===== src/hdl/mcds_pkg.sv =====
`default_nettype none

package mcds_pkg;

   localparam int CHANNELS = 5;
   localparam int ACC_WIDTH = 32;

   localparam int OPCODE_WIDTH = 3;
   localparam int CHAN_WIDTH = 3;
   localparam int RATE_WIDTH = 32;
   localparam int MASK_BITS = 5;
   localparam int COUNT_WIDTH = 32;

   localparam logic [OPCODE_WIDTH-1:0] OP_TICK = 3'd0;
   localparam logic [OPCODE_WIDTH-1:0] OP_STAGE = 3'd1;
   localparam logic [OPCODE_WIDTH-1:0] OP_COMMIT = 3'd2;
   localparam logic [OPCODE_WIDTH-1:0] OP_CLEAR = 3'd3;
   localparam logic [OPCODE_WIDTH-1:0] OP_READ = 3'd4;

   // Command broadcast to every channel for one transaction.
   typedef struct packed {
      logic tick;
      logic stage;
      logic commit;
      logic clear;
      logic [ACC_WIDTH-1:0] staged_value;
   } chan_cmd_type;

endpackage

`default_nettype wire


===== src/hdl/mcds_channel.sv =====
`default_nettype none

module mcds_channel
   import mcds_pkg::*;
(
   input  wire logic                   clock,
   input  wire logic                   reset,
   input  wire chan_cmd_type           cmd,
   input  wire logic                   select,
   output logic                        wrap,
   output logic [COUNT_WIDTH-1:0]      count
);

   logic [ACC_WIDTH-1:0]   phase_ff, phase_in;
   logic [ACC_WIDTH-1:0]   active_ff, active_in;
   logic [ACC_WIDTH-1:0]   staged_ff, staged_in;
   logic [COUNT_WIDTH-1:0] counter_ff, counter_in;
   logic [ACC_WIDTH:0]     sum;

   // A carry out of the add is exactly the case where the new phase is below the old.
   assign sum = {1'b0, phase_ff} + {1'b0, active_ff};
   assign wrap = cmd.tick & sum[ACC_WIDTH];
   assign count = counter_ff;

   always_comb begin
      phase_in = phase_ff;
      active_in = active_ff;
      staged_in = staged_ff;
      counter_in = counter_ff;
      if (cmd.tick) begin
         phase_in = sum[ACC_WIDTH-1:0];
         if (sum[ACC_WIDTH]) begin
            counter_in = counter_ff + COUNT_WIDTH'(1);
         end
      end
      if (cmd.stage && select) begin
         staged_in = cmd.staged_value;
      end
      if (cmd.commit) begin
         active_in = staged_ff;
      end
      if (cmd.clear) begin
         phase_in = '0;
         counter_in = '0;
      end
   end

   always_ff @(posedge clock) begin
      if (reset) begin
         phase_ff <= '0;
         active_ff <= '0;
         staged_ff <= '0;
         counter_ff <= '0;
      end else begin
         phase_ff <= phase_in;
         active_ff <= active_in;
         staged_ff <= staged_in;
         counter_ff <= counter_in;
      end
   end

endmodule

`default_nettype wire


===== src/hdl/multi_channel_dds_step_generator.sv =====
// Multi-channel DDS step-pulse generator.
// Input channel (req_*): one transaction carries an opcode, a channel index
// and a phase increment. Opcodes are tick, stage rate, commit rates, clear
// counts and phases, and read count. Every transaction yields exactly one
// transaction on the result channel (rsp_*): a step mask with one bit per
// wrapped channel on a tick, or a channel's step count on a read, else zero.
// The csr_ port writes the minimum increment; staged rates below it stop
// the channel. Write it only while no transaction is in flight.
// rsp_valid rises once an accepted transaction has passed the input register
// and then the result register, which loads as all channels update in
// parallel; a stalled result can hold it in the input register.
// One transaction is taken per cycle while results are taken; the
// accumulator add in each channel is combinational.
// If the receiver stalls, the result register holds its value and the input
// register still takes one more transaction; req_ready then drops until the
// result is taken.
// Synchronous reset clears both registers' valid flags, all phases,
// increments and step counters, and the minimum increment.
`default_nettype none

module multi_channel_dds_step_generator
   import mcds_pkg::*;
(
   input  wire logic                     clock,
   input  wire logic                     reset,
   input  wire logic                     req_valid,
   output logic                          req_ready,
   input  wire logic [OPCODE_WIDTH-1:0]  req_opcode,
   input  wire logic [CHAN_WIDTH-1:0]    req_channel,
   input  wire logic [RATE_WIDTH-1:0]    req_rate_increment,
   output logic                          rsp_valid,
   input  wire logic                     rsp_ready,
   output logic [MASK_BITS-1:0]          rsp_step_mask,
   output logic [COUNT_WIDTH-1:0]        rsp_step_count,
   input  wire logic                     csr_write,
   input  wire logic [RATE_WIDTH-1:0]    csr_wdata
);

   logic                      in_valid_ff;
   logic [OPCODE_WIDTH-1:0]   opcode_ff;
   logic [CHAN_WIDTH-1:0]     channel_ff;
   logic [RATE_WIDTH-1:0]     rate_ff;
   logic [RATE_WIDTH-1:0]     min_increment_ff;
   logic                      out_valid_ff;
   logic [MASK_BITS-1:0]      mask_ff, mask_in;
   logic [COUNT_WIDTH-1:0]    count_ff, count_in;

   logic                      advance;
   logic                      is_read;
   chan_cmd_type              cmd;
   logic [ACC_WIDTH+RATE_WIDTH-1:0] rate_ext;
   logic [CHANNELS-1:0]       wrap;
   logic [CHANNELS-1:0]       select;
   logic [COUNT_WIDTH-1:0]    count [CHANNELS];
   logic [CHANNELS+MASK_BITS-1:0] wrap_ext;

   assign advance = in_valid_ff & (~out_valid_ff | rsp_ready);
   assign req_ready = ~in_valid_ff | advance;
   assign rsp_valid = out_valid_ff;
   assign rsp_step_mask = mask_ff;
   assign rsp_step_count = count_ff;

   assign rate_ext = {{ACC_WIDTH{1'b0}}, rate_ff};

   always_comb begin
      cmd = '0;
      is_read = 1'b0;
      cmd.staged_value = (rate_ff < min_increment_ff) ? '0 : rate_ext[ACC_WIDTH-1:0];
      unique case (opcode_ff)
         OP_TICK:   cmd.tick = advance;
         OP_STAGE:  cmd.stage = advance;
         OP_COMMIT: cmd.commit = advance;
         OP_CLEAR:  cmd.clear = advance;
         OP_READ:   is_read = 1'b1;
         default:   ;
      endcase
   end

   for (genvar i = 0; i < CHANNELS; i++) begin : g_chan
      assign select[i] = (32'(channel_ff) == 32'(i));

      mcds_channel u_channel (
         .clock  (clock),
         .reset  (reset),
         .cmd    (cmd),
         .select (select[i]),
         .wrap   (wrap[i]),
         .count  (count[i])
      );
   end

   // Channels beyond the mask width still step but have no mask bit.
   assign wrap_ext = {{MASK_BITS{1'b0}}, wrap};

   always_comb begin
      mask_in = wrap_ext[MASK_BITS-1:0];
      count_in = '0;
      for (int i = 0; i < CHANNELS; i++) begin
         if (is_read && select[i]) begin
            count_in = count[i];
         end
      end
   end

   always_ff @(posedge clock) begin
      if (reset) begin
         in_valid_ff <= 1'b0;
         out_valid_ff <= 1'b0;
         min_increment_ff <= '0;
      end else begin
         if (req_ready) begin
            in_valid_ff <= req_valid;
         end
         if (advance) begin
            out_valid_ff <= 1'b1;
         end else if (rsp_ready) begin
            out_valid_ff <= 1'b0;
         end
         if (csr_write) begin
            min_increment_ff <= csr_wdata;
         end
      end
   end

   always_ff @(posedge clock) begin
      if (req_valid && req_ready) begin
         opcode_ff <= req_opcode;
         channel_ff <= req_channel;
         rate_ff <= req_rate_increment;
      end
      if (advance) begin
         mask_ff <= mask_in;
         count_ff <= count_in;
      end
   end

endmodule

`default_nettype wire


===== config.mk =====
export PLATFORM = sky130hd
export DESIGN_NAME = multi_channel_dds_step_generator
export DESIGN_NICKNAME = d
export VERILOG_FILES = /design/src/hdl/mcds_pkg.sv /design/src/hdl/mcds_channel.sv /design/src/hdl/multi_channel_dds_step_generator.sv
export SDC_FILE = /design/constraint.sdc
export NUM_CORES = 2
export LEC_CHECK = 0
export BUFFER_PORTS_ARGS = -buffer_cell sky130_fd_sc_hd__buf_2
export CAP_MARGIN = 20
export CELL_PAD_IN_SITES_DETAIL_PLACEMENT = 1
export CELL_PAD_IN_SITES_GLOBAL_PLACEMENT = 2
export CORE_UTILIZATION = 42
export CTS_CLUSTER_DIAMETER = 50
export DETAILED_ROUTE_END_ITERATION = 8
export PLACE_DENSITY_LB_ADDON = 0.1
export SLEW_MARGIN = 10
export SYNTH_ARGS = -nofsm -noshare
export SYNTH_HDL_FRONTEND = slang
export SYNTH_SLANG_ARGS = --single-unit

===== constraint.sdc =====
create_clock -name clock -period 7.03 [get_ports clock]
set_clock_uncertainty 0.05 [all_clocks]
set_input_delay 0.3515 -clock clock [delete_from_list [all_inputs] [get_ports clock]]
set_output_delay 0.3515 -clock clock [all_outputs]
set_load 0.1 [all_outputs]

==> flow_metrics.tcl <==
set metrics [dict create \
    antenna_left 0 \
    antenna_found_initial 2 \
    synth-seq-cells 749 \
    yosysWarnings 0 \
    grt_use_met1 0.358 \
    avgSynthCellArea_um2 8.79 \
    layout-drive-gt1-share 0.0994 \
    crit_family "simple AND/OR/NAND/NOR gates" \
    synth_top_flop_cell "dfxtp_1" \
    avgViaCountPerCell 5.59 \
    hold_class "primary input to register" \
    grt-ovfl-total 0 \
    final_area_um2 42100 \
    outcome "finished clean" \
    fin_crit_ns 4.27 \
    clk_latency_ns 0.69 \
    path_cells "nor2b_1, nor2b_4, buf_4, nor2b_1, nand2_4, o22ai_1, buf_4, nand4_1, nor4_1, xnor2_1, nor2_1" \
    port_buffers 113 \
    use_met3 0.0390 \
    ys_seq_area_frac 0.439 \
    drv_slew 0 \
    rrSetupSlack_ns 2.76 \
    drt_iter0_drc 1769 \
    start_util 0.426 \
    rsz0062_at_grt "false" \
    setup_viol 0 \
    post-route-drc-count 0 \
    critPathKind "register to register" \
    track_usage 0.264 \
    final.setup.worst_slack_ns 2.76 \
    use_met2 0.433 \
    h-tree-depth 3 \
    arrival_ns 4.74 \
    wirelength_um 114000 \
    gp_congestion 0.819 \
    path_clk_slew_ns 0.06 \
    cp_num_buf_inv 2 \
    fin_crit_sh 0.607 \
    nets 4489 \
    vias 30400 \
    cts_resized 0 \
    async_flop_share 0 \
    fp-row-count 106 \
    start_kind "register" \
    final_cells 5442 \
    die-width_um 294 \
    syn_inst 4079 \
    powerDensity_nw_per_um2 249 \
    grt_pass1_vias 31000 \
    postPlaceCellArea_um2 37600 \
    grt_max_degree 202 \
    pre_cts_ws_ns 2.70 \
    crit_path_top_delay_cell "nand2_4" \
    die-area_um2 86500 \
    path_max_fanout 56 \
    synthToLayoutAreaGrowth_pct 17.5 \
    ys_types 81 \
    cp.required_ns 7.50 \
    dp.cells 5166 \
    peakVddDrop_uv 187 \
    synth_area_um2 35900 \
    cpPeakStageDelay_ns 0.57 \
    synth-edff-count 75 \
    grt-busiest-layer "met2" \
    cts_buffer_depth 3 \
    cts-buffers-inserted 107 \
    tightest_slew_ns 1.21 \
    max_slew_margin 0.194 \
    max_freq_ghz 0.234 \
    drv_cap 0 \
    grt_first_pass_wirelength_um 179000 \
    wl_per_cell_um 21.0 \
    hold_slack_ns 0.304 \
    cts.sinks 749 \
    finalHoldViolCount 0 \
    dp_hpwl_um 75300 \
    fp.coreArea_um2 84100 \
    final.setup.tns_ns 0 \
    syn_nets 4355 \
    die_h_um 294 \
    io_pins 114 \
    critPathCaptureType "register" \
    dr.pass1.iters 6 \
    p_leak_nw 16.7 \
    cts_tree "built" \
    root_buffer "clkbuf_16" \
]
-- cell type report --
class,instances,area [um^2]
tap,1134,1420
inverter,88,330
clock buffer,136,3020
clock inverter,66,757
sequential,749,15700
timing repair buffer,248,1800
multi-input combinational,3019,19000
antenna,2,5.00
fill,9803,42000
-- worst register-to-register path: stages (launching register included) --
cell     delay (ns)
dfxtp_1        0.30
nor2b_1        0.18
nor2b_4        0.11
buf_4          0.50
nor2b_1        0.60
nand2_4        0.57
o22ai_1        0.60
buf_4          0.30
nand4_1        0.33
nor4_1         0.36
xnor2_1        0.17
nor2_1         0.05
-- where the power goes --
group,internal (mW),total [mW],switching (mW)
combinational,0.118,0.439,0.321
clock,3.48,5.65,2.17
sequential,4.35,4.38,0.0258
-- cells in the final DEF (no fill, tap or decap), drive strengths merged, types with 16 or more instances in the layout --
cell type    instances
xnor2              133
edfxtp              75
nor2               300
a22o               164
and4                18
o21bai              16
nand2b              29
nand4               67
xor2               117
nor3                38
clkinv              23
a31oi               42
mux2i               43
a211oi              37
a22oi               50
and3                43
dlygate4sd3         72
clkbuf             137
a21o                99
buf                175
or3                 36
nand3               71
inv                109
a2111oi             22
a21oi              431
o21a                23
dfxtp              674
and2                30
ha                 196
o21ai              142
nand2              674
nor2b               49
-- metal layers --
| metal | routed length, um | vias to the layer above |
|---|---|---|
| met4 | 2780 | 0 |
| met3 | 4730 | 157 |
| met2 | 52900 | 490 |
| met1 | 53900 | 15000 |
| li1 | - | 14800 |
| met5 | 0 | - |
-- cells by family (layout without fill, tap and decap cells) --
kind of cell	count (synthesis)	after routing	synth area share
compound gates	1127	1127	0.206
xor+xnor	250	250	0.0611
fa+ha+maj	201	201	0.0712
buf+inv	311	538	0.0331
flops	749	749	0.439
mux	43	43	0.0120
other cells	0	2	0
simple gates	1398	1398	0.177
-- path summary, 6_finish.rpt --
kind | end | start | cells past startpoint
min reg2reg | g_chan[0].u_channel.active_ff[19]$_SDFFE_PP0P_ | g_chan[0].u_channel.staged_ff[19]$_SDFFE_PP0P_ | 2
min | min_increment_ff[28]$_SDFFE_PP0P_ | reset | 2
max | g_chan[2].u_channel.count[24]$_SDFFE_PP0P_ | rsp_valid$_SDFFE_PP0P_ | 11
max reg2reg | g_chan[2].u_channel.count[24]$_SDFFE_PP0P_ | rsp_valid$_SDFFE_PP0P_ | 11
-- cells in the mapped netlist, types with 37 or more instances --
master    count  area [um^2]
nand4_1      64          400
o21ai_0     133          666
xnor2_1     133         1160
nor3_1       38          190
clkbuf_1    198          743
nor2b_1      49          307
a211oi_1     37          278
a31oi_1      42          263
mux2i_1      43          430
dfxtp_1     674        13500
a22o_1      164         1440
nand2_1     674         2530
inv_1        88          330
xor2_1      117         1020
a22oi_1      50          375
nor2_1      299         1120
nand3_1      70          350
a21oi_1     431         2160
a21o_1       99          743
edfxtp_1     75         2250
and3_1       43          269
ha_1        196         2450
-- metrics by stage --
step,total power [mW],util
after floorplan,4.70,-
after global placement,4.87,0.447
after detailed placement,4.87,0.447
after CTS,10.6,0.501
after global routing,10.8,0.501
final,10.5,0.501
-- what timing repair did --
| action | 4_1_cts | 5_1_grt |
|---|---|---|
| endpoints found under the hold margin | 72 | 0 |
| setup buffers | 0 | 0 |
| hold buffers | 72 | 0 |
-- flip-flops by register name (all words and copies together), names as in the netlist, 5 cells and up --
name,cells
min_increment_ff,32
g_chan.u_channel.active_ff,160
g_chan.u_channel.count,160
rate_ff,32
rsp_step_mask,5
g_chan.u_channel.staged_ff,160
rsp_step_count,32
g_chan.u_channel.phase_ff,160
Note: power is estimated with default switching activity, not from simulation.
